File: src/sv/graph_distance_map_and_path_core_macros.svh
`ifndef GRAPH_DISTANCE_MAP_AND_PATH_CORE_MACROS_SVH
`define GRAPH_DISTANCE_MAP_AND_PATH_CORE_MACROS_SVH

// Concurrent check sampled on clk, disabled while reset is asserted.
`define GDM_ASSERT(lbl, prop, msg) \
  lbl: assert property (@(posedge clk) disable iff (!rst_n) prop) else $error(msg);

// Concurrent check sampled on clk that also holds during reset.
`define GDM_ASSERT_ALWAYS(lbl, prop, msg) \
  lbl: assert property (@(posedge clk) prop) else $error(msg);

`endif

File: src/sv/gdm_ram.sv
`default_nettype none
module gdm_ram #(
  parameter int unsigned WIDTH = 8,
  parameter int unsigned DEPTH = 64
) (
  input  wire logic                     clk,
  input  wire logic                     we,
  input  wire logic [$clog2(DEPTH)-1:0] waddr,
  input  wire logic [WIDTH-1:0]         wdata,
  input  wire logic [$clog2(DEPTH)-1:0] raddr,
  output logic      [WIDTH-1:0]         rdata
);

  logic [WIDTH-1:0] mem [DEPTH];

  // One write port, one registered read port.
  always_ff @(posedge clk) begin
    if (we) begin
      mem[waddr] <= wdata;
    end
    rdata <= mem[raddr];
  end

endmodule
`default_nettype wire

File: config.mk
export PLATFORM = sky130hd
export DESIGN_NAME = gdm_ram
export DESIGN_NICKNAME = d
export VERILOG_FILES = /design/src/sv/graph_distance_map_and_path_core_macros.svh /design/src/sv/gdm_ram.sv
export SDC_FILE = /design/constraint.sdc
export NUM_CORES = 1
export LEC_CHECK = 0
export BUFFER_PORTS_ARGS = -buffer_cell sky130_fd_sc_hd__clkbuf_2
export CAP_MARGIN = 5
export CORE_MARGIN = 2
export CORE_UTILIZATION = 30
export CTS_CLUSTER_DIAMETER = 120
export DETAILED_ROUTE_END_ITERATION = 16
export GPL_TIMING_DRIVEN = 0
export PLACE_DENSITY = 0.56
export SETUP_SLACK_MARGIN = 0.5
export SLEW_MARGIN = 20
export SYNTH_ARGS = -nofsm -noshare
export SYNTH_HDL_FRONTEND = slang
export SYNTH_SLANG_ARGS = --single-unit
File: constraint.sdc
create_clock -name clk -period 2.1 [get_ports clk]
set_input_delay 0.42 -clock clk [delete_from_list [all_inputs] [get_ports clk]]
set_output_delay 0.42 -clock clk [all_outputs]
set_load 0.02 [all_outputs]
* Yosys cells after proc, flatten, opt, wreduce, memory -nomap -nowiden
Memory sizes are Yosys's and may differ from the RTL's. A register that Yosys moved wholly into a read port is not among the register bits. Index checks and enable logic that the tools add are counted.
Storage, ports and cells: word-level logic and storage cells 3, output and inout port bits 8, memories kept 1, input port bits 22, bits in writable memories 512, bits in registers 0
Memory list:
- mem | depth 64, width 8, read ports 1, clocked after memory_dff 1, wr ports 1, RTL line gdm_ram.sv:14 | logic [WIDTH-1:0] mem [DEPTH];
Cells by class: multiplexer cells 2
Operators with widths (count):
- 2-to-1 mux 1 bit | 2

* Depth between registers and ports, before layout
depth in word-level cells 2, depth in mapped cells 9, depth with buffers taken out 5

* Worst setup path after synthesis
Ideal clock, no wire load.
kind input-to-reg, start point input port raddr[1], end point register rdata[3] (read register of mem), setup time 128 ps, cell stages on the path 7, path slack 12 ps, arrival time 1960 ps, cell sequence buf_4 -> buf_2 -> buf_2 -> mux4_2 -> mux4_2 -> o21ai_1 -> o41ai_1
RTL lines:
- start, declared | RTL line gdm_ram.sv:10 | input wire logic [$clog2(DEPTH)-1:0] raddr,
- end, declared | RTL line gdm_ram.sv:11 | output logic [WIDTH-1:0] rdata

==> results.cfg <==
[clocking]
clkLatencyLatePin_ns = 0.60
cts_tree = done
clockBufferDepth = 3
cts-root-buf = clkbuf_16
holdBufCountCts = 0
htreeDepth = 2
cts_inserted_buffers = 53
clk_pin_slew_ns = 0.06
cts.sinks = 520

[worst_setup_path]
reg2reg_from = mem[6][1]
endpoint = rdata[1]
r2r-end = rdata[1]
reg2reg_depth = 5
crit_start = mem[6][1]
critPathLaunchType = flop
arrival_ns = 2.45
criticalPathCategory = flop to flop
cp_max_fo = 1
cp-end-kind = flop
worst_ep_required_time_ns = 2.56
r2r_slack_ns = 0.11

[logic_synthesis]
synth_edf_count = 512
seq_area_frac_synth_pct = 77.0
avgSynthCellArea_um2 = 21.5
synthMuxAreaShare_pct = 15.9
yosys.area.top_type = edfxtp_1
synthSimpleGateAreaFrac_pct = 3.39
ys_types = 40
synth_top_area_share_pct = 76.2
synthArstFlopShare_pct = 0
ys.warnings.count = 0
syn_nets = 962
synth_seq_cells = 520
ys.flop_type = edfxtp_1
synthCells = 940
synth_xor_area_share_pct = 0
netlist_area_um2 = 20200
synth_top_family_by_area = multiplexers
synthAdderAreaFrac_pct = 0
synth_compound_area_share_pct = 2.07
yosys-top-cells-area = edfxtp_1 76%, mux4_2 14%, nor2_1 1.5%, mux2i_1 1.1%, dfxtp_1 0.79%

[power_and_ir_drop]
ir_drop_v = 0.000485
cellPowerDensity_nw_per_um2 = 900
p_leak_nw = 7.29

[status]
status = finished clean

[timing]
relSlewSlack_pct = 44.9
fin_skew_ns = 0.0213
setup_viol = 0
period_share_pct = 94.8
rsz0062_at_grt = yes
fin_crit_ns = 1.99
hold_viol_final = 0
worstMarginPinSlew_ns = 0.826
fmax_ghz = 0.502
drv_slew = 0

[flow_run]
drv_cap = 0

[global_route]
grtUsageTotal_pct = 14.7
antenna_found_initial = 1
grt_pass1_vias = 10000
grt_pass1_wl_um = 73100
grt_max_degree = 65
gr-total-overflow = 0

[layout]
drive_gt1_share_pct = 37.3
final_area_um2 = 24100
num-nets-final = 1044
area.growth.synth_to_final_pct = 19.7
fin_cells = 1938
fill_cells = 6136
antenna_cells = 0

[floorplanning]
dieArea_um2 = 69300
std_cell_rows = 95
start_util_pct = 30.2
pin_count = 30
die_y_um = 263
coreArea_um2 = 66800
die_x_um = 263

[route]
wl_per_cell_um = 26.3
num_vias = 9658
drc = 0
via_per_inst = 4.98
drt_iter0_drc = 931
dr.pass1.iters = 5
drt-total-wl_um = 50900
drtAntennaViolNets = 0

[placement]
port_buffers = 21
place_congestion = 0.830
hpwl_um = 32100
place_inst = 1834
dpl_cell_area_um2 = 22100

[min_path]
hold_path.class = input port to flop
## critical path, cell delays in order, from the launching register on
cell	delay [ns]
edfxtp_1	0.37
mux4_2	0.49
mux4_2	0.58
nor2_2	0.15
nor3_2	0.07
o2bb2ai_2	0.20
## cell usage in the layout, fill, tap and decap left out, drive strengths merged, types with 13 or more instances in the layout
| cell type | Yosys | final |
|---|---|---|
| nor2 | 83 | 83 |
| clkinv | 0 | 18 |
| mux2i | 23 | 23 |
| buf | 34 | 38 |
| edfxtp | 512 | 512 |
| nor2b | 14 | 14 |
| clkbuf | 17 | 115 |
| mux4 | 126 | 126 |
| nand3 | 13 | 13 |
| mux2 | 13 | 13 |
| nand2 | 19 | 19 |
## routing by layer
metal | wire [um] | part of all wire [%] | global-route usage, %
met1 | 23000 | 45 | 21.1
met2 | 24100 | 47 | 23.4
met3 | 2790 | 5.5 | 2.81
met4 | 1000 | 2.0 | 3.35
met5 | 0 | 0 | 0
## synth_stat cells (all sizes together), types with 3 or more instances
master and count:
a211oi 4, a21oi 3, a221oi 6, a22oi 3, buf 34, clkbuf 17
dfxtp 8, edfxtp 512, mux2 13, mux2i 23, mux4 126, nand2 19
nand2b 7, nand3 13, nand3b 3, nor2 83, nor2b 14, nor3 7
o2111ai 3, o21ai 4, o221ai 8, o22ai 8, o2bb2ai 3
## report_power, final
part | leakage [nW] | total, mW | internal, mW | switching (mW)
Clock | 0.778 | 8.82 | 4.95 | 3.88
Sequential | 4.67 | 11.5 | 11.5 | 0.0199
Combinational | 1.84 | 1.39 | 0.505 | 0.882
Total | 7.29 | 21.7 | 16.9 | 4.78
## how the worst min path moves through the flow
stage | from | end | slack [ns] | depth (start not counted)
2_1_floorplan | wdata[0] | mem[0][0] | 0.52 | 0
3_3_place_gp | rdata[6] | rdata[6] | 0.84 | 1
3_5_place_dp | rdata[6] | rdata[6] | 0.84 | 1
4_1_cts | waddr[1] | mem[48][7] | 0.20 | 2
5_1_grt | waddr[2] | mem[49][5] | 0.22 | 2
6_report | waddr[2] | mem[49][5] | 0.23 | 2
## state kept, by name, indices dropped and copies added (netlist names)
register  cells
rdata         8
mem         512
## what timing repair did
item,in CTS,in global routing
endpoints found under the setup margin,189,139
gates resized for setup,73,14
pin swaps,8,4
buffers inserted,4,2
## metrics by stage
stage	worst slack (ns)	util [%]	setup TNS [ns]	power, mW	hold WS [ns]
2_1_floorplan	0.132	-	0	12.5	0.519
3_3_place_gp	-1.15	33.0	-66.82	13.0	0.837
3_5_place_dp	-1.13	33.1	-73.64	13.0	0.836
4_1_cts	0.123	36.0	0	21.9	0.201
5_1_grt	0.0817	36.1	0	22.4	0.221
6_report	0.108	36.1	0	21.7	0.233
## layout make-up
| type | instances | area (um^2) | area share [%] |
|---|---|---|---|
| Clock buffer | 76 | 1460 | 6.06 |
| Buffer | 51 | 524 | 2.17 |
| Clock inverter | 22 | 131 | 0.544 |
| Multi-Input combinational cell | 369 | 5190 | 21.5 |
| Tap cell | 873 | 1090 | 4.53 |
| Sequential cell | 520 | 15500 | 64.4 |
| Timing Repair Buffer | 27 | 195 | 0.809 |
## cell families after synthesis
| logic type | count (synthesis) |
|---|---|
| buffers and inverters | 51 |
| AO/OA/AOI/OAI | 54 |
| flip-flops | 520 |
| AND/OR/NAND/NOR | 153 |
| multiplexers | 162 |
Note: power is estimated with default switching activity, not from simulation.
