## src/sv/graph_distance_map_and_path_core_macros.svh

```systemverilog
`ifndef GRAPH_DISTANCE_MAP_AND_PATH_CORE_MACROS_SVH
`define GRAPH_DISTANCE_MAP_AND_PATH_CORE_MACROS_SVH

// Concurrent check sampled on clk, disabled while reset is asserted.
`define GDM_ASSERT(lbl, prop, msg) \
  lbl: assert property (@(posedge clk) disable iff (!rst_n) prop) else $error(msg);

// Concurrent check sampled on clk that also holds during reset.
`define GDM_ASSERT_ALWAYS(lbl, prop, msg) \
  lbl: assert property (@(posedge clk) prop) else $error(msg);

`endif

```

## src/sv/gdm_pkg.sv

```systemverilog
`default_nettype none
package gdm_pkg;

  // Fixed geometry of the graph.
  localparam int unsigned MAX_NODES  = 64;
  localparam int unsigned MAX_DEGREE = 8;
  localparam int unsigned NODE_W     = 6;
  localparam int unsigned DEG_W      = 3;
  localparam int unsigned CNT_W      = 4;
  localparam int unsigned WEIGHT_W   = 8;
  localparam int unsigned DIST_W     = 16;
  localparam int unsigned NT_ADDR_W  = NODE_W + DEG_W;
  localparam int unsigned QCNT_W     = 7;
  localparam int unsigned MAX_STEPS  = 64;
  localparam int unsigned STEP_W     = 7;

  localparam logic [DIST_W-1:0] DIST_MAX = '1;

  typedef enum logic [2:0] {
    CMD_CLEAR         = 3'd0,
    CMD_SET_WEIGHT    = 3'd1,
    CMD_ADD_NEIGHBOUR = 3'd2,
    CMD_MAP           = 3'd3,
    CMD_PATH          = 3'd4
  } cmd_t;

  typedef enum logic [1:0] {
    ST_OK    = 2'd0,
    ST_EMPTY = 2'd1,
    ST_FULL  = 2'd2
  } status_t;

  typedef enum logic [4:0] {
    S_IDLE, S_RMW_RD, S_RMW_WR, S_MAP_INIT, S_POP, S_POP_RD, S_NODE_RD,
    S_NB, S_NB_RD, S_NB_CMP, S_PATH, S_PATH_RD, S_PB, S_PB_RD, S_PB_CMP,
    S_PSTEP, S_FIN, S_DONE
  } state_t;

  // One node record: weight and neighbour count.
  typedef struct packed {
    logic [WEIGHT_W-1:0] weight;
    logic [CNT_W-1:0]    count;
  } node_rec_t;

  // Result word handed from the sequencer to the output register.
  typedef struct packed {
    logic              push;
    logic [NODE_W-1:0] step_node;
    logic [DIST_W-1:0] step_distance;
    logic              last;
    logic [1:0]        status;
  } res_t;

endpackage
`default_nettype wire

```

## src/sv/gdm_seq.sv

```systemverilog
`default_nettype none
`include "graph_distance_map_and_path_core_macros.svh"
module gdm_seq
  import gdm_pkg::*;
(
  input  wire logic                    clk,
  input  wire logic                    rst_n,
  input  wire logic                    start,
  input  wire logic [2:0]              cmd,
  input  wire logic [NODE_W-1:0]       node,
  input  wire logic [NODE_W-1:0]       other_node,
  input  wire logic [WEIGHT_W-1:0]     weight,
  input  wire logic                    slot_free,
  output logic                         idle,
  output res_t                         res,
  // Node record memory.
  output logic                         nm_we,
  output logic [NODE_W-1:0]            nm_waddr,
  output node_rec_t                    nm_wdata,
  output logic [NODE_W-1:0]            nm_raddr,
  input  wire node_rec_t               nm_rdata,
  // Distance memory.
  output logic                         dm_we,
  output logic [NODE_W-1:0]            dm_waddr,
  output logic [DIST_W-1:0]            dm_wdata,
  output logic [NODE_W-1:0]            dm_raddr,
  input  wire logic [DIST_W-1:0]       dm_rdata,
  // Neighbour table memory.
  output logic                         nt_we,
  output logic [NT_ADDR_W-1:0]         nt_waddr,
  output logic [NODE_W-1:0]            nt_wdata,
  output logic [NT_ADDR_W-1:0]         nt_raddr,
  input  wire logic [NODE_W-1:0]       nt_rdata,
  // Work queue memory.
  output logic                         wq_we,
  output logic [NODE_W-1:0]            wq_waddr,
  output logic [NODE_W-1:0]            wq_wdata,
  output logic [NODE_W-1:0]            wq_raddr,
  input  wire logic [NODE_W-1:0]       wq_rdata
);

  state_t state_r, state_nxt;

  logic [2:0]          cmd_r, cmd_nxt;
  logic [NODE_W-1:0]   node_r, node_nxt;
  logic [NODE_W-1:0]   other_r, other_nxt;
  logic [WEIGHT_W-1:0] weight_r, weight_nxt;
  logic [1:0]          status_r, status_nxt;
  logic [NODE_W-1:0]   cur_r, cur_nxt;
  logic [NODE_W-1:0]   v_r, v_nxt;
  logic [NODE_W-1:0]   next_r, next_nxt;
  logic [DIST_W-1:0]   best_r, best_nxt;
  logic [CNT_W-1:0]    cnt_r, cnt_nxt;
  logic [CNT_W-1:0]    n_r, n_nxt;
  logic [NODE_W-1:0]   head_r, head_nxt;
  logic [QCNT_W-1:0]   qcnt_r, qcnt_nxt;
  logic [STEP_W-1:0]   k_r, k_nxt;
  logic                found_r, found_nxt;
  logic                pend_vld_r, pend_vld_nxt;
  logic [NODE_W-1:0]   pend_node_r, pend_node_nxt;
  logic [DIST_W-1:0]   pend_dist_r, pend_dist_nxt;
  logic [MAX_NODES-1:0] nm_vld_r, nm_vld_nxt;
  logic [MAX_NODES-1:0] dm_vld_r, dm_vld_nxt;
  logic [MAX_NODES-1:0] qflag_r, qflag_nxt;
  logic                nm_vq_r, dm_vq_r;

  node_rec_t           rec;
  logic [DIST_W-1:0]   dist_rd;
  logic [DIST_W:0]     sum;

  // Memory read data with entries never written showing their reset value.
  always_comb begin
    rec     = nm_vq_r ? nm_rdata : '0;
    dist_rd = dm_vq_r ? dm_rdata : DIST_MAX;
    sum     = {1'b0, dist_rd} + {{(DIST_W + 1 - WEIGHT_W){1'b0}}, rec.weight};
  end

  always_ff @(posedge clk) begin
    if (!rst_n) begin
      state_r    <= S_IDLE;
      qcnt_r     <= '0;
      pend_vld_r <= 1'b0;
      nm_vld_r   <= '0;
      dm_vld_r   <= '0;
      qflag_r    <= '0;
    end else begin
      state_r    <= state_nxt;
      qcnt_r     <= qcnt_nxt;
      pend_vld_r <= pend_vld_nxt;
      nm_vld_r   <= nm_vld_nxt;
      dm_vld_r   <= dm_vld_nxt;
      qflag_r    <= qflag_nxt;
    end
  end

  // Working registers and the valid bit of each read in flight.
  always_ff @(posedge clk) begin
    cmd_r       <= cmd_nxt;
    node_r      <= node_nxt;
    other_r     <= other_nxt;
    weight_r    <= weight_nxt;
    status_r    <= status_nxt;
    cur_r       <= cur_nxt;
    v_r         <= v_nxt;
    next_r      <= next_nxt;
    best_r      <= best_nxt;
    cnt_r       <= cnt_nxt;
    n_r         <= n_nxt;
    head_r      <= head_nxt;
    k_r         <= k_nxt;
    found_r     <= found_nxt;
    pend_node_r <= pend_node_nxt;
    pend_dist_r <= pend_dist_nxt;
    nm_vq_r     <= nm_vld_r[nm_raddr];
    dm_vq_r     <= dm_vld_r[dm_raddr];
  end

  // Sequencer: next state, memory accesses and result pushes.
  always_comb begin
    state_nxt     = state_r;
    cmd_nxt       = cmd_r;
    node_nxt      = node_r;
    other_nxt     = other_r;
    weight_nxt    = weight_r;
    status_nxt    = status_r;
    cur_nxt       = cur_r;
    v_nxt         = v_r;
    next_nxt      = next_r;
    best_nxt      = best_r;
    cnt_nxt       = cnt_r;
    n_nxt         = n_r;
    head_nxt      = head_r;
    qcnt_nxt      = qcnt_r;
    k_nxt         = k_r;
    found_nxt     = found_r;
    pend_vld_nxt  = pend_vld_r;
    pend_node_nxt = pend_node_r;
    pend_dist_nxt = pend_dist_r;
    nm_vld_nxt    = nm_vld_r;
    dm_vld_nxt    = dm_vld_r;
    qflag_nxt     = qflag_r;
    idle          = 1'b0;
    res           = '0;
    nm_we = 1'b0; nm_waddr = node_r; nm_wdata = '0; nm_raddr = cur_r;
    dm_we = 1'b0; dm_waddr = v_r; dm_wdata = best_r; dm_raddr = cur_r;
    nt_we = 1'b0; nt_waddr = '0; nt_wdata = other_r;
    nt_raddr = {cur_r, n_r[DEG_W-1:0]};
    wq_we = 1'b0; wq_waddr = '0; wq_wdata = v_r; wq_raddr = head_r;

    case (state_r)
      S_IDLE: begin
        idle = 1'b1;
        if (start) begin
          cmd_nxt    = cmd;
          node_nxt   = node;
          other_nxt  = other_node;
          weight_nxt = weight;
          status_nxt = ST_OK;
          cur_nxt    = node;
          k_nxt      = '0;
          pend_vld_nxt = 1'b0;
          case (cmd)
            CMD_CLEAR: begin
              nm_vld_nxt = '0;
              dm_vld_nxt = '0;
              qflag_nxt  = '0;
              state_nxt  = S_DONE;
            end
            CMD_SET_WEIGHT, CMD_ADD_NEIGHBOUR: state_nxt = S_RMW_RD;
            CMD_MAP:  state_nxt = S_MAP_INIT;
            CMD_PATH: state_nxt = S_PATH;
            default:  state_nxt = S_DONE;
          endcase
        end
      end

      S_RMW_RD: begin
        nm_raddr  = node_r;
        state_nxt = S_RMW_WR;
      end

      // Update the node record, and append to the list where there is room.
      S_RMW_WR: begin
        nm_vld_nxt[node_r] = 1'b1;
        nm_we = 1'b1;
        if (cmd_r == CMD_SET_WEIGHT) begin
          nm_wdata = '{weight: weight_r, count: rec.count};
        end else if (rec.count >= CNT_W'(MAX_DEGREE)) begin
          nm_wdata   = rec;
          status_nxt = ST_FULL;
        end else begin
          nm_wdata = '{weight: rec.weight, count: rec.count + CNT_W'(1)};
          nt_we    = 1'b1;
          nt_waddr = {node_r, rec.count[DEG_W-1:0]};
        end
        state_nxt = S_DONE;
      end

      // Reset the map and seed the queue with the focus node.
      S_MAP_INIT: begin
        dm_vld_nxt         = '0;
        dm_vld_nxt[node_r] = 1'b1;
        qflag_nxt          = '0;
        qflag_nxt[node_r]  = 1'b1;
        dm_we    = 1'b1;
        dm_waddr = node_r;
        dm_wdata = '0;
        wq_we    = 1'b1;
        wq_waddr = '0;
        wq_wdata = node_r;
        head_nxt = '0;
        qcnt_nxt = QCNT_W'(1);
        state_nxt = S_POP;
      end

      S_POP: begin
        wq_raddr  = head_r;
        state_nxt = (qcnt_r == '0) ? S_DONE : S_POP_RD;
      end

      S_POP_RD: begin
        cur_nxt   = wq_rdata;
        head_nxt  = head_r + NODE_W'(1);
        qcnt_nxt  = qcnt_r - QCNT_W'(1);
        qflag_nxt[wq_rdata] = 1'b0;
        nm_raddr  = wq_rdata;
        dm_raddr  = wq_rdata;
        state_nxt = S_NODE_RD;
      end

      // Candidate distance saturates one below unreached.
      S_NODE_RD: begin
        best_nxt  = (sum >= {1'b0, DIST_MAX}) ? DIST_MAX - DIST_W'(1) : sum[DIST_W-1:0];
        cnt_nxt   = rec.count;
        n_nxt     = '0;
        state_nxt = S_NB;
      end

      S_NB: begin
        state_nxt = (n_r == cnt_r) ? S_POP : S_NB_RD;
      end

      S_NB_RD: begin
        v_nxt     = nt_rdata;
        dm_raddr  = nt_rdata;
        state_nxt = S_NB_CMP;
      end

      // Relax one edge and queue the neighbour if it is not queued yet.
      S_NB_CMP: begin
        if (dist_rd > best_r) begin
          dm_we = 1'b1;
          dm_vld_nxt[v_r] = 1'b1;
          if (!qflag_r[v_r]) begin
            qflag_nxt[v_r] = 1'b1;
            wq_we    = 1'b1;
            wq_waddr = head_r + qcnt_r[NODE_W-1:0];
            qcnt_nxt = qcnt_r + QCNT_W'(1);
          end
        end
        n_nxt     = n_r + CNT_W'(1);
        state_nxt = S_NB;
      end

      S_PATH: begin
        if (cur_r == other_r || k_r == STEP_W'(MAX_STEPS)) begin
          state_nxt = S_FIN;
        end else begin
          state_nxt = S_PATH_RD;
        end
      end

      S_PATH_RD: begin
        best_nxt  = dist_rd;
        cnt_nxt   = rec.count;
        n_nxt     = '0;
        found_nxt = 1'b0;
        state_nxt = S_PB;
      end

      S_PB: begin
        state_nxt = (n_r == cnt_r) ? S_PSTEP : S_PB_RD;
      end

      S_PB_RD: begin
        v_nxt     = nt_rdata;
        dm_raddr  = nt_rdata;
        state_nxt = S_PB_CMP;
      end

      // Earliest neighbour with the strictly smallest distance wins.
      S_PB_CMP: begin
        if (dist_rd < best_r) begin
          best_nxt  = dist_rd;
          next_nxt  = v_r;
          found_nxt = 1'b1;
        end
        n_nxt     = n_r + CNT_W'(1);
        state_nxt = S_PB;
      end

      // A step is held back one turn so the final one can carry last.
      S_PSTEP: begin
        if (!found_r) begin
          state_nxt = S_FIN;
        end else if (!pend_vld_r || slot_free) begin
          if (pend_vld_r) begin
            res = '{push: 1'b1, step_node: pend_node_r, step_distance: pend_dist_r,
                    last: 1'b0, status: ST_OK};
          end
          pend_vld_nxt  = 1'b1;
          pend_node_nxt = next_r;
          pend_dist_nxt = best_r;
          cur_nxt       = next_r;
          k_nxt         = k_r + STEP_W'(1);
          state_nxt     = S_PATH;
        end
      end

      S_FIN: begin
        if (slot_free) begin
          if (pend_vld_r) begin
            res = '{push: 1'b1, step_node: pend_node_r, step_distance: pend_dist_r,
                    last: 1'b1, status: ST_OK};
          end else begin
            res = '{push: 1'b1, step_node: '0, step_distance: '0,
                    last: 1'b1, status: ST_EMPTY};
          end
          pend_vld_nxt = 1'b0;
          state_nxt    = S_IDLE;
        end
      end

      S_DONE: begin
        if (slot_free) begin
          res = '{push: 1'b1, step_node: '0, step_distance: '0,
                  last: 1'b1, status: status_r};
          state_nxt = S_IDLE;
        end
      end

      default: state_nxt = S_IDLE;
    endcase
  end

  // The queue never holds more entries than there are nodes.
  `GDM_ASSERT(a_qcnt_bound, qcnt_r <= QCNT_W'(MAX_NODES), "work queue overfilled")
  // A result is only pushed into a free output slot.
  `GDM_ASSERT(a_push_free, res.push |-> slot_free, "result pushed into full slot")
  // The queue is drained whenever the sequencer waits for a command.
  `GDM_ASSERT(a_idle_empty, (state_r == S_IDLE) |-> (qcnt_r == '0), "queue left non-empty")
  // The final result of a command returns the sequencer to idle.
  `GDM_ASSERT(a_last_idle, (res.push && res.last) |=> (state_r == S_IDLE), "no idle after last")

endmodule
`default_nettype wire

```

## config.mk

```make
export PLATFORM = sky130hd
export DESIGN_NAME = gdm_seq
export DESIGN_NICKNAME = d
export VERILOG_FILES = /design/src/sv/gdm_pkg.sv /design/src/sv/gdm_seq.sv
export VERILOG_INCLUDE_DIRS = /design/src /design/src/sv
export SDC_FILE = /design/constraint.sdc
export NUM_CORES = 1
export LEC_CHECK = 0
export BUFFER_PORTS_ARGS = -buffer_cell sky130_fd_sc_hd__buf_2
export CAP_MARGIN = 20
export CORE_ASPECT_RATIO = 1.2
export CORE_MARGIN = 4
export CORE_UTILIZATION = 40
export CTS_CLUSTER_DIAMETER = 200
export CTS_CLUSTER_SIZE = 30
export DETAILED_ROUTE_END_ITERATION = 8
export PLACE_DENSITY = 0.6
export SLEW_MARGIN = 20
export SYNTH_ARGS = -nofsm -noshare
export SYNTH_HDL_FRONTEND = slang
export SYNTH_SLANG_ARGS = --single-unit
```

## constraint.sdc

```tcl
create_clock -name clk -period 4.6 [get_ports clk]
set_input_delay 0 -clock clk [delete_from_list [all_inputs] [get_ports clk]]
set_output_delay 0 -clock clk [all_outputs]
set_load 0.02 [all_outputs]
```

# Word-level counts from Yosys, hierarchy flattened
# Index checks and enable logic that the tools add are counted.
classes:
  addsub: 8
  multipliers: 0
  n_div: 0
  n_lt_le_gt_ge: 12
  n_eq_ne: 37
  shifts: 0
  muxes: 89
  n_bitwise: 5
  n_reduce_logical: 41
ops:
  columns: ["op", "count"]
  rows:
  - ["two-way mux 64 bit", 5]
  - ["one-hot mux 64 bit (4 select lines)", 1]
  - ["OR 64 bit", 3]
  - ["one-hot mux 64 bit (3 select lines)", 1]
  - ["two-way mux 26 bit", 5]
  - ["one-hot mux 64 bit (2 select lines)", 1]
  - ["one-hot mux 26 bit (3 select lines)", 1]
  - ["one-hot mux 5 bit (15 select lines)", 1]
  - ["AND 64 bit", 1]
  - ["two-way mux 16 bit", 4]
  - ["NOT 64 bit", 1]
  - ["one-hot mux 16 bit (3 select lines)", 1]
  - ["two-way mux 6 bit", 7]
  - ["== test 5 x 4 -> 1 bit (second input constant)", 8]
  - ["two-way mux 12 bit", 3]
  - ["one-hot mux 6 bit (2 select lines)", 3]
  - ["less-than comparator 6 x 7 -> 1 bit (second input constant)", 5]
  - ["two-way mux 7 bit", 5]
  - ["two-way mux 5 bit", 6]
  - ["two-way mux 9 bit", 3]
  - ["two-way mux 25 bit", 1]
  - ["one-hot mux 7 bit (3 select lines)", 1]
  - ["== test 5 x 3 -> 1 bit (second input constant)", 4]
  - ["two-way mux 1 bit", 19]
  - ["48 further kinds", 102]
totals:
  ff_bits: 310
  latch_bits: 0
  ram_bits: 0
  romBits: 0
  input_bits: 67
  output_inout_bits: 125
  elab_cells: 216
  n_memories: 0

# Logic depth before layout (Yosys ltp)
# Gate-level depths: netlist of run 1.
logic_depth:
  ltp_word: 8
  depth_mapped: 15
  depth_no_buf: 14

# Worst setup path after synthesis of run 1
# Ideal clock, no wire load.
synth_timing:
  path_kind: "reg-to-reg"
  from: "register dm_vq_r"
  to: "register best_r[0], data pin"
  setup_ps: 264
  arrival_time_ps: 3235
  t_required_ps: 4336
  path_slack_ps: 1102
  path_stages_with_launch: 14
  n_path_buf: 0
  synth_period_minus_slack_ps: 3498
  path_cell_list: "dfxtp_1 -> inv_1 -> nor2_1 -> inv_1 -> ha_1 -> fa_1 -> xor2_1 -> xnor2_1 -> or4_1 -> nor4_1 -> o2111ai_1 -> or4_1 -> o211ai_1 -> o21ai_1"
synth_via:
  elab_chain_len: 5
  word_cells_on_any_way: 6
  cone_classes: "1 x add/sub; 1 x order compare; 4 x mux"
synth_rtl:
  columns: ["item", "line", "rtl"]
  rows:
  - ["start, declared", "gdm_seq.sv:65", "logic nm_vq_r, dm_vq_r;"]
  - ["start signal, assigned", "gdm_seq.sv:115", "dm_vq_r <= dm_vld_r[dm_raddr];"]
  - ["two-way mux 16 bit (*)", "gdm_seq.sv:74", "dist_rd = dm_vq_r ? dm_rdata : DIST_MAX;"]
  - ["adder 16 x 8 -> 17 bit", "gdm_seq.sv:75", "sum = {1'b0, dist_rd} + {{(DIST_W + 1 - WEIGHT_W){1'b0}}, rec.weight};"]
  - [">= comparator 17 x 16 -> 1 bit", "gdm_seq.sv:233", "best_nxt = (sum >= {1'b0, DIST_MAX}) ? DIST_MAX - DIST_W'(1) : sum[DIST_W-1:0];"]
  - ["two-way mux 16 bit", "gdm_seq.sv:233", null]
  - ["one-hot mux 16 bit (3 select lines) (*)", "gdm_seq.sv:150", "case (state_r)"]
  - ["net best_nxt[0]", "gdm_seq.sv:52", "logic [DIST_W-1:0] best_r, best_nxt;"]
  - ["end signal, assigned", "gdm_seq.sv:106", "best_r <= best_nxt;"]
  - ["end, declared", "gdm_seq.sv:52", null]
# Mark *: on every way through the listed nets, which the timed path passes. The rest lies on a longest branch. The select of a mux whose other input is x is not followed.
# A chain may end at the register's enable or synchronous reset.

# Final worst setup path of run 1
layout_timing:
  from: "register dm_vq_r"
  to: "register qflag_r[53]"
layout_via:
  elab_chain_len: 4
layout_rtl:
  columns: ["item", "line", "rtl"]
  rows:
  - ["two-way mux 16 bit", "gdm_seq.sv:74", null]
  - ["greater-than comparator 16 bit", "gdm_seq.sv:251", "if (dist_rd > best_r) begin"]
  - ["!= test 2 bit (no line)", null, null]
  - ["AND reduction 5 bit (no line)", null, null]
  - ["end signal, assigned", "gdm_seq.sv:92", "qflag_r <= qflag_nxt;"]
  - ["end, declared", "gdm_seq.sv:64", "logic [MAX_NODES-1:0] qflag_r, qflag_nxt;"]
# No other way between the ends.

==> results of run 1 <==
-- cells by family (layout without fill, tap and decap cells) --
group,count (synthesis),count (layout)
adder cells (fa/ha/maj),41,41
AO/OA/AOI/OAI,645,645
other,0,1
flip-flops,309,309
AND/OR/NAND/NOR,606,606
XOR/XNOR,48,48
multiplexers,91,91
buffers and inverters,223,374
-- cell usage in the layout (no fill, tap or decap), types with 15 or more instances in the layout --
cell type      Yosys  layout
a21oi_1          244     244
nor2_1           240     239
dfxtp_1          207     207
buf_2             24     191
nand2_1          132     131
o21ai_0          113     113
edfxtp_1         102     102
o221ai_1          68      68
o22ai_1           66      66
o211a_1           64      64
buf_4             12      61
inv_1             51      51
and2_1            50      50
mux2i_1           49      49
dlygate4sd3_1      0      43
ha_1              37      37
nand3_1           36      34
xor2_1            26      26
mux4_2            23      23
and3_1            20      20
nor2b_1           20      20
xnor2_1           20      20
mux2_2            18      18
nor3_1            17      16
nand2b_1          16      15
-- worst min-delay path: stages --
cell and delay, ns:
buf_2 0.11, nor2_1 0.07, a22oi_1 0.21
-- sequential cells by signal, summed over array words and instances, names as in the netlist, 3 cells and up --
register     count
best_r          16
cmd_r            3
cnt_r            4
cur_r            6
dm_vld_r        64
k_r              7
n_r              4
next_r           6
nm_vld_r        64
nm_waddr         6
nt_wdata         6
pend_dist_r     16
pend_node_r      6
qcnt_r           7
qflag_r         64
state_r          5
v_r              6
weight_r         8
wq_raddr         6
-- per-layer routing --
metal,share of wire [%],up-vias
li1,-,7471
met5,0.022,-
met1,43,7896
met3,7.2,105
met2,47,710
met4,2.9,2
-- how the worst max path moves through the flow --
stage / cells past startpoint / slack [ns] / end / start
floorplan: 13 / 1.10 / best_r[0] / dm_vq_r
global placement: 14 / 0.76 / qflag_r[62] / dm_vq_r
detailed placement: 14 / 0.71 / qflag_r[22] / dm_vq_r
CTS: 14 / 0.65 / qflag_r[53] / dm_vq_r
global route: 13 / 0.34 / best_r[0] / dm_vq_r
finish: 14 / 0.58 / qflag_r[53] / dm_vq_r
-- cells in the mapped netlist (12+ instances only) --
cell type | number | area share (%)
buf_1 | 22 | 0.48
xnor2_1 | 20 | 1.0
o21ai_0 | 113 | 3.3
inv_1 | 51 | 1.1
nand4_1 | 14 | 0.50
and2_1 | 50 | 1.8
nor2b_1 | 20 | 0.72
o22ai_1 | 66 | 2.4
xor2_1 | 26 | 1.3
buf_4 | 12 | 0.52
dfxtp_1 | 207 | 24
a21oi_1 | 244 | 7.0
clkbuf_1 | 111 | 2.4
nor3b_1 | 12 | 0.52
buf_2 | 24 | 0.69
mux4_2 | 23 | 3.0
nand3_1 | 36 | 1.0
nand2b_1 | 16 | 0.58
edfxtp_1 | 102 | 18
ha_1 | 37 | 2.7
mux2i_1 | 49 | 2.8
mux2_2 | 18 | 1.2
nor3_1 | 17 | 0.49
and3_1 | 20 | 0.72
nand2_1 | 132 | 2.9
o211a_1 | 64 | 3.7
o221ai_1 | 68 | 3.4
nor2_1 | 240 | 5.2
-- layout make-up --
class | count | area share [%]
clock inverters | 2 | 0.2343
inverters | 52 | 0.9879
clock buffers | 20 | 1.887
diodes | 1 | 0.01267
flip-flops and latches | 309 | 36.48
well taps | 552 | 3.496
repair buffers | 300 | 9.816
multi-input cells | 1431 | 47.09
-- stage by stage --
step           std cells  utilization [%]  hold slack, ns
3_3_place_gp        2600            44.04          0.1776
2_1_floorplan       1963                -         0.09887
4_1_cts             2665            46.03         0.01712
6_report            2667            46.07         0.02408
3_5_place_dp        2600            44.04          0.1789
5_1_grt             2666            46.06         0.05709
-- power by group through the flow --
stage	combinational, W	clock [W]	sequential [W]
2_1_floorplan	0.00249	0	0.00346
3_3_place_gp	0.00370	0	0.00356
3_5_place_dp	0.00370	0	0.00358
4_1_cts	0.00375	0.00156	0.00352
5_1_grt	0.00409	0.00165	0.00356
6_report	0.00378	0.00153	0.00352
==> reports/metrics.csv, run 1 <==
metric,value,unit
status,"finished, final reports clean",
startpoint type of the worst setup path,flop,
Comb pwr share,42.9,%
die height,236.3,um
P_leak,8.078,nW
highest clock rate,248.9,MHz
Seq pwr share,39.8,%
fraction of layout instances using a drive strength above 1,16.08,%
worst slew pin tran,1.094,ns
met2 Resource Use GR,40.86,%
P&R area growth vs syn,13.72,%
total CTS buffers,14,
hpwl dp,41640,um
Post-Synthesis Cells,1963,
number of primary I/O pins,192,
WL final,60200,um
HP Start,dm_rdata[13],
Post-Place Cell Area,18890,um2
global-route wire length before repair,91470,um
Buf/Inv on CP,3,
"Seq/Total Area, Yosys",41.48,%
wire per inst,22.57,um
WHS Endpoint,best_r[13],
routed vias/inst,6.068,
Sw Share,41.73,%
1st-pass router iterations,5,
Cell Int Power,0.005145,W
Crit path max-delay family,simple AND/OR/NAND/NOR gates,
setup TNS,0,ns
GRT Overall Usage,24.50,%
post-synthesis async set-or-reset flop share,0,%
Setup WS pre-CTS,0.7052,ns
initial antenna violation count,2,
crit-path max FO,64,
Die Footprint,46850,um2
clock sinks,309,
via count,16180,
TritonCTS clock tree,built,
nets,2215,
DRC,0,
post-route ant nets,0,
Cell variety after synth,76,
Synthesized Nets,2070,
endpoint class of the critical path,flop,
met3 usage,3.071,%
vias in the first global route,15390,
mapped cell area,17370,um2
Syn. warnings,0,
#FFs+latches synth,309,
cts hold-fix bufs,43,
R2R Path End,qflag_r[53],
Critical-path top delay cell,buf_4,
Worst-path clk slew,0.12,ns
final setup vio count,0,
unrepaired setup endpoints after global routing,no,
CP Class,flop to flop,
grt total ovfl,0,
CP Data Arrival Time,4.39,ns
PortBufs,191,
Top Usage Layer GRT,met2,
r2r worst-path depth,14,
fin crit period,4.018,ns
number of max-cap violations,0,
Clk pwr share,17.3,%
deepest clock path buffer count,3,
hold crit path type,input pin to flop,
max-slew violation count,0,
core area,42890,um2
fillers,4198,
ys flop type,dfxtp_1,
Core Rows,83,
die width,198.3,um
met1 usage,33.34,%
Final Hold Vio Count,0,
P per Cell Area,447.0,nW/um2
post-synthesis xor/xnor area fraction,2.542,%
starting density of the core,40.51,%
Crit Reg-Reg Startpoint,dm_vq_r,
crit-path most repeated cell,inv_1,
"EDFF count, synth",102,
largest family of logic cells by synthesized area,compound AO/OA/AOI/OAI gates,
initial DRC count,1572,
simple logic cell fraction of the synthesized area,16.51,%
area of the multi-input gates,9304,um2
Clock Latency Late Sink,0.55,ns
largest net degree at the start of global routing,72,
RePlAce Congestion,0.9152,
crit path cell chain,inv_1 > nor2_1 > inv_1 > ha_1 > a21o_1 > a21oi_1 > o21ai_0 > a221o_1 > nor3_1 > or4_1 > nand3_2 > nand2_2 > buf_4 > o22ai_1,
"Req. time, crit path",4.97,ns
Worst VDD drop,283.2,uV
Final WS setup,0.5818,ns
clk root buf,clkbuf_16,
post-synthesis mux area share,7.122,%
sequential cell area,7207,um2
post-CTS setup buffer count,0,
Syn Area/Cell,8.851,um2
compound-cell area share of the yosys netlist,23.94,%
total power,0.008831,W
Worst Skew,0.03494,ns
post-CTS sizing,0,
Worst Hold Depth,3,
final instance area,19760,um2
Max H-tree Level,1,
Net Sw Power,0.003686,W
Synth Area in Adders,3.068,%
largest stage delay on the critical path,0.58,ns
reg2reg setup slack,0.58,ns
Slew headroom,26.57,%
Tcrit/Tclk final,87.35,%
Note: power is estimated with default switching activity, not from simulation.
==> run 2, diff against run 1 <==
--- a/config.mk
+++ b/config.mk
@@ -8,13 +8,12 @@
 export LEC_CHECK = 0
 export BUFFER_PORTS_ARGS = -buffer_cell sky130_fd_sc_hd__buf_2
 export CAP_MARGIN = 20
-export CORE_ASPECT_RATIO = 1.2
 export CORE_MARGIN = 4
-export CORE_UTILIZATION = 40
+export CORE_UTILIZATION = 28
 export CTS_CLUSTER_DIAMETER = 200
 export CTS_CLUSTER_SIZE = 30
 export DETAILED_ROUTE_END_ITERATION = 8
-export PLACE_DENSITY = 0.6
+export PLACE_DENSITY = 0.46
 export SLEW_MARGIN = 20
 export SYNTH_ARGS = -nofsm -noshare
 export SYNTH_HDL_FRONTEND = slang
==> run 2 against run 1 <==
Sequential power about the same. Clock power up 5%. Maximum frequency down 2.4%. First-iteration DRC count up 2.4%. Non-clock buffer count down 14. Via count up 0.49%. Flip-flop and latch count unchanged. Global-route usage down 5.3 points. Clock-buffer cell count up 2. Largest power group unchanged. Core utilization down 14 points.
==> reports/metrics.csv, run 2 (synthesis gave the netlist of run 1 again) <==
metric,value,unit,change
"most common cell after layout, fill and taps aside",a21oi_1,,
fillers,6442,,+53%
Worst-path clk slew,0.13,ns,about the same
number of primary I/O pins,192,,unchanged
GRT Overall Usage,19.20,%,-5.3 points
via count,16260,,+0.49%
routed vias/inst,5.535,,-8.8%
global-route wire length before repair,100000,um,+9.3%
clock sinks,309,,unchanged
Final Hold Vio Count,0,,unchanged
most frequent cells in the layout,"a21oi_1, nor2_1, dfxtp_1",,
HP Start,dm_rdata[7],,
post-CTS setup buffer count,0,,unchanged
1st-pass router iterations,5,,unchanged
post-route ant nets,0,,unchanged
Die Footprint,66100,um2,+41%
"Req. time, crit path",4.99,ns,+0.02 ns
initial DRC count,1609,,+2.4%
CP Class,flop to flop,,
Tcrit/Tclk final,89.49,%,+2.1 points
status,"finished, final reports clean",,
starting density of the core,28.21,%,-12 points
Crit Reg-Reg Startpoint,dm_vq_r,,
P per Cell Area,447.5,nW/um2,+0.12%
die height,257.1,um,+8.8%
Worst VDD drop,343.5,uV,+21%
unrepaired setup endpoints after global routing,no,,
DRC,0,,unchanged
final setup vio count,0,,unchanged
nets,2201,,-0.63%
die width,257.1,um,+30%
CP Data Arrival Time,4.51,ns,+0.12 ns
crit-path max FO,64,,unchanged
TritonCTS clock tree,built,,
startpoint type of the worst setup path,flop,,
RePlAce Congestion,0.9086,,-0.72%
wire per inst,22.65,um,+0.34%
max-slew violation count,0,,unchanged
hold crit path type,input pin to flop,,
deepest clock path buffer count,3,,unchanged
total CTS buffers,14,,unchanged
Final WS setup,0.4833,ns,-0.09848 ns
core area,61600,um2,+44%
worst slew pin tran,1.074,ns,-0.02010 ns
fin crit period,4.117,ns,+0.09848 ns
hpwl dp,46670,um,+12%
Worst Hold Depth,3,,unchanged
Worst Skew,0.03589,ns,+0.0009451 ns
initial antenna violation count,0,,-2
highest clock rate,242.9,MHz,-2.4%
WL final,66540,um,+11%
Slew headroom,28.23,%,+1.7 points
grt total ovfl,0,,unchanged
Max H-tree Level,1,,unchanged
Setup WS pre-CTS,0.5645,ns,-0.1407 ns
ant diodes,0,,-1
Core Rows,91,,+9.6%
Clock Latency Late Sink,0.54,ns,about the same
endpoint class of the critical path,flop,,
Largest regs,"dm_vld_r x64, nm_vld_r x64, qflag_r x64",,
largest net degree at the start of global routing,75,,+4.2%
r2r worst-path depth,16,,+2
Setup crit start,dm_vq_r,,
fraction of layout instances using a drive strength above 1,16.04,%,-0.043 points
number of max-cap violations,0,,unchanged
vias in the first global route,15680,,+1.9%
PortBufs,191,,unchanged
clk root buf,clkbuf_16,,
setup TNS,0,ns,unchanged
P&R area growth vs syn,15.34,%,
P_leak,8.034,nW,-0.55%
==> run 2: cell count changes in the layout (fill, tap and decap cells not counted), sizes merged <==
| cell | change |
|---|---|
| clkbuf | +2 |
| dlygate4sd3 | -5 |
| clkinv | -1 |
| diode | -1 |
| buf | -9 |
==> run 2: report_power, final <==
| group | internal (W) | switching, W | total [W] |
|---|---|---|---|
| Clock | 0.000630 | 0.000967 | 0.00160 |
| Combinational | 0.00134 | 0.00250 | 0.00384 |
| Sequential | 0.00318 | 0.000358 | 0.00353 |
==> run 2: worst paths after layout <==
check,slack [ns],endpoint
max,0.48,qflag_r[49]
max reg2reg,0.48,qflag_r[49]
min reg2reg,0.46,pend_dist_r[1]
min,0.04,best_r[7]
==> run 2: per-stage QoR <==
step                      hold slack (ns)  instances  area (um2)  power, W  utilization (%)
after global placement             0.1783       2877       19230  0.007336            31.21
after global routing              0.03696       2938       20040  0.009457            32.53
after detailed placement           0.1786       2877       19230  0.007364            31.21
after CTS                         0.03114       2938       20040  0.009012            32.53
after floorplan                   0.09887       1963       17370  0.005948                -
final                             0.03792       2938       20040  0.008968            32.53
==> run 2: layout make-up <==
class	count	area (um2)	area share, %
Clock buffer	22	401.6	2.004
Clock inverter	1	30.03	0.1499
Inverter	52	195.2	0.9740
Multi-Input combinational cell	1431	9331	46.57
Sequential cell	309	7207	35.96
Tap cell	837	1047	5.226
Timing Repair Buffer	286	1827	9.116
==> run 2: metal layers <==
layer  vias up  GRT usage (%)  wire, um
li1       7456              -         -
met2       672          29.82     29300
met1      8057          28.19     31210
met4         0          4.440      1456
met3        78          2.874      4584
met5         -              0         0
==> run 2: what timing repair did <==
action | in CTS | in global routing
gates resized for setup | 0 | 0
hold buffers | 38 | 0
endpoints found under the hold margin | 48 | 0
==> run 2: critical path: stages, from the launching register on <==
cell	delay [ns]
dfxtp_1	0.33
buf_4	0.20
inv_1	0.14
nor2_1	0.25
inv_1	0.12
ha_1	0.30
a21o_1	0.18
a21oi_1	0.12
o21ai_0	0.10
a221o_1	0.31
nor3_1	0.24
buf_4	0.18
or4_1	0.39
nand3_2	0.20
nand2_2	0.11
buf_4	0.60
o22ai_1	0.15
==> run 3, diff against run 2 <==
--- a/config.mk
+++ b/config.mk
@@ -13,7 +13,7 @@
 export CTS_CLUSTER_DIAMETER = 200
 export CTS_CLUSTER_SIZE = 30
 export DETAILED_ROUTE_END_ITERATION = 8
-export PLACE_DENSITY = 0.46
+export PLACE_DENSITY = 0.41
 export SLEW_MARGIN = 20
 export SYNTH_ARGS = -nofsm -noshare
 export SYNTH_HDL_FRONTEND = slang
==> run 3 against run 2 <==
Final area rose by 0.32%. Cell count rose by 0.41%. Core utilization rose by 0.11 points. Maximum frequency rose by 4.0%. Routed wire length rose by 3.6%. Flip-flop and latch count did not move. Global-route usage rose by 0.72 points. Critical path depth fell by 3. Critical endpoint is now wq_waddr[2].
==> reports/metrics.csv, run 3 (synthesis gave the netlist of run 1 again) <==
metric,value,unit,change
Die Footprint,66100,um2,unchanged
setup TNS,0,ns,unchanged
largest stage delay on the critical path,0.59,ns,about the same
Crit path max-delay family,simple AND/OR/NAND/NOR gates,,
die height,257.1,um,unchanged
WL final,68920,um,+3.6%
crit path cell chain,buf_4 > nor2b_1 > inv_1 > ha_1 > nand2_1 > nor3_1 > nand4_1 > a21oi_1 > nor3_1 > or4_1 > buf_4 > nor2_1 > buf_2,,
CP Class,flop to output pin,,
nets,2211,,+0.45%
fraction of layout instances using a drive strength above 1,16.30,%,+0.26 points
initial antenna violation count,4,,+4
max-slew violation count,0,,unchanged
1st-pass router iterations,5,,unchanged
clk root buf,clkbuf_16,,
Slew headroom,23.89,%,-4.3 points
number of primary I/O pins,192,,unchanged
clock sinks,309,,unchanged
area of the multi-input gates,9345,um2,+0.15%
grt total ovfl,0,,unchanged
Max H-tree Level,1,,unchanged
deepest clock path buffer count,3,,unchanged
r2r worst-path depth,13,,-3
sequential cell area,7207,um2,unchanged
Critical Path Stages,13,,-3
post-CTS setup buffer count,0,,unchanged
Worst Hold Depth,3,,unchanged
reg2reg setup slack,0.68,ns,+0.20 ns
final core utilization,32.64,%,+0.11 points
CP Data Arrival Time,3.96,ns,-0.55 ns
largest net degree at the start of global routing,75,,unchanged
DRC,0,,unchanged
"Req. time, crit path",4.60,ns,-0.39 ns
Clock Latency Late Sink,0.55,ns,about the same
Worst Skew,0.03676,ns,+0.0008663 ns
P&R area growth vs syn,15.71,%,
status,"finished, final reports clean",,
starting density of the core,28.21,%,unchanged
Setup crit start,dm_vq_r,,
most frequent cells in the layout,"a21oi_1, nor2_1, dfxtp_1",,
dpl cells,2883,,+0.21%
RePlAce Congestion,0.8797,,-3.2%
R2R Path End,best_r[0],,
Worst VDD drop,325.4,uV,-5.3%
fillers,6520,,+1.2%
GRT Overall Usage,19.92,%,+0.72 points
fin crit period,3.959,ns,-0.1579 ns
unrepaired setup endpoints after global routing,no,,
PortBufs,191,,unchanged
routed vias/inst,5.456,,-1.4%
crit-path max FO,17,,-73%
"most common cell after layout, fill and taps aside",a21oi_1,,
Worst-path clk slew,0.12,ns,about the same
hold crit path type,input pin to flop,,
TritonCTS clock tree,built,,
number of max-cap violations,0,,unchanged
startpoint type of the worst setup path,flop,,
Crit Reg-Reg Startpoint,dm_vq_r,,
global-route wire length before repair,102600,um,+2.5%
Finished Layout Cells,2950,,+0.41%
P per Cell Area,449.2,nW/um2,+0.38%
worst setup path endpoint,wq_waddr[2],,
core area,61600,um2,unchanged
initial DRC count,1340,,-17%
highest clock rate,252.6,MHz,+4.0%
Tcrit/Tclk final,86.06,%,-3.4 points
Buf/Inv on CP,4,,-1
total CTS buffers,14,,unchanged
wire per inst,23.36,um,+3.1%
worst slew pin tran,1.137,ns,+0.06345 ns
endpoint class of the critical path,output pin,,
Critical-path top delay cell,or4_1,,
die width,257.1,um,unchanged
Final Hold Vio Count,0,,unchanged
via count,16100,,-1.0%
post-CTS sizing,0,,unchanged
Largest regs,"dm_vld_r x64, nm_vld_r x64, qflag_r x64",,
Final WS setup,0.6412,ns,+0.1579 ns
Core Rows,91,,unchanged
final setup vio count,0,,unchanged
hpwl dp,47240,um,+1.2%
P_leak,8.063,nW,+0.37%
Setup WS pre-CTS,0.7231,ns,+0.1586 ns
post-route ant nets,0,,unchanged
vias in the first global route,15580,,-0.64%
## run 3: repair_timing
item,CTS,global route
endpoints found under the setup margin,0,0
hold buffers,42,0
endpoints found under the hold margin,52,0
## run 3: layout make-up
class | count | area share (%)
well taps | 837 | 5.209
clock buffers | 21 | 1.979
diodes | 3 | 0.03734
inverters | 52 | 0.9709
flip-flops and latches | 309 | 35.85
clock inverters | 1 | 0.1494
multi-input cells | 1431 | 46.48
repair buffers | 296 | 9.323
## run 3: routing by layer
| metal | up-vias | track usage, % | part of all wire, % | wire [um] |
|---|---|---|---|---|
| li1 | 7477 | - | - | - |
| met1 | 8005 | 28.37 | 47 | 32110 |
| met2 | 549 | 32.41 | 46 | 31530 |
| met3 | 64 | 2.273 | 5.3 | 3621 |
| met4 | 0 | 4.864 | 2.4 | 1661 |
| met5 | - | 0 | 0 | 0 |
## run 3: worst min-delay path, delay by kind of cell
kind                   cells  cell delay (ns)
AND/OR/NAND/NOR            1             0.09
buffers and inverters      1             0.09
AO/OA/AOI/OAI              1             0.24
## run 3: how the worst min path moves through the flow
stage / from / endpoint / slack (ns)
2_1_floorplan: cmd[0] / cmd_r[0] / 0.1
3_3_place_gp: weight[0] / weight_r[0] / 0.18
3_5_place_dp: weight[0] / weight_r[0] / 0.18
4_1_cts: dm_rdata[1] / best_r[1] / 0.02
5_1_grt: dm_rdata[15] / best_r[15] / 0.06
6_report: dm_rdata[15] / best_r[15] / 0.03
## run 3: power by group
| part | internal (W) | switching [W] |
|---|---|---|
| clock | 0.000626 | 0.000981 |
| sequential | 0.00317 | 0.000358 |
| combinational | 0.00136 | 0.00253 |
| total | 0.00516 | 0.00387 |
## run 3: through the flow
step,area [um2],total power [W],hold slack (ns)
floorplan,17370,0.005948,0.09887
CTS,20090,0.009099,0.02376
detailed placement,19240,0.007432,0.1781
global route,20100,0.009522,0.05848
global placement,19240,0.007428,0.1786
finish,20100,0.009031,0.03449
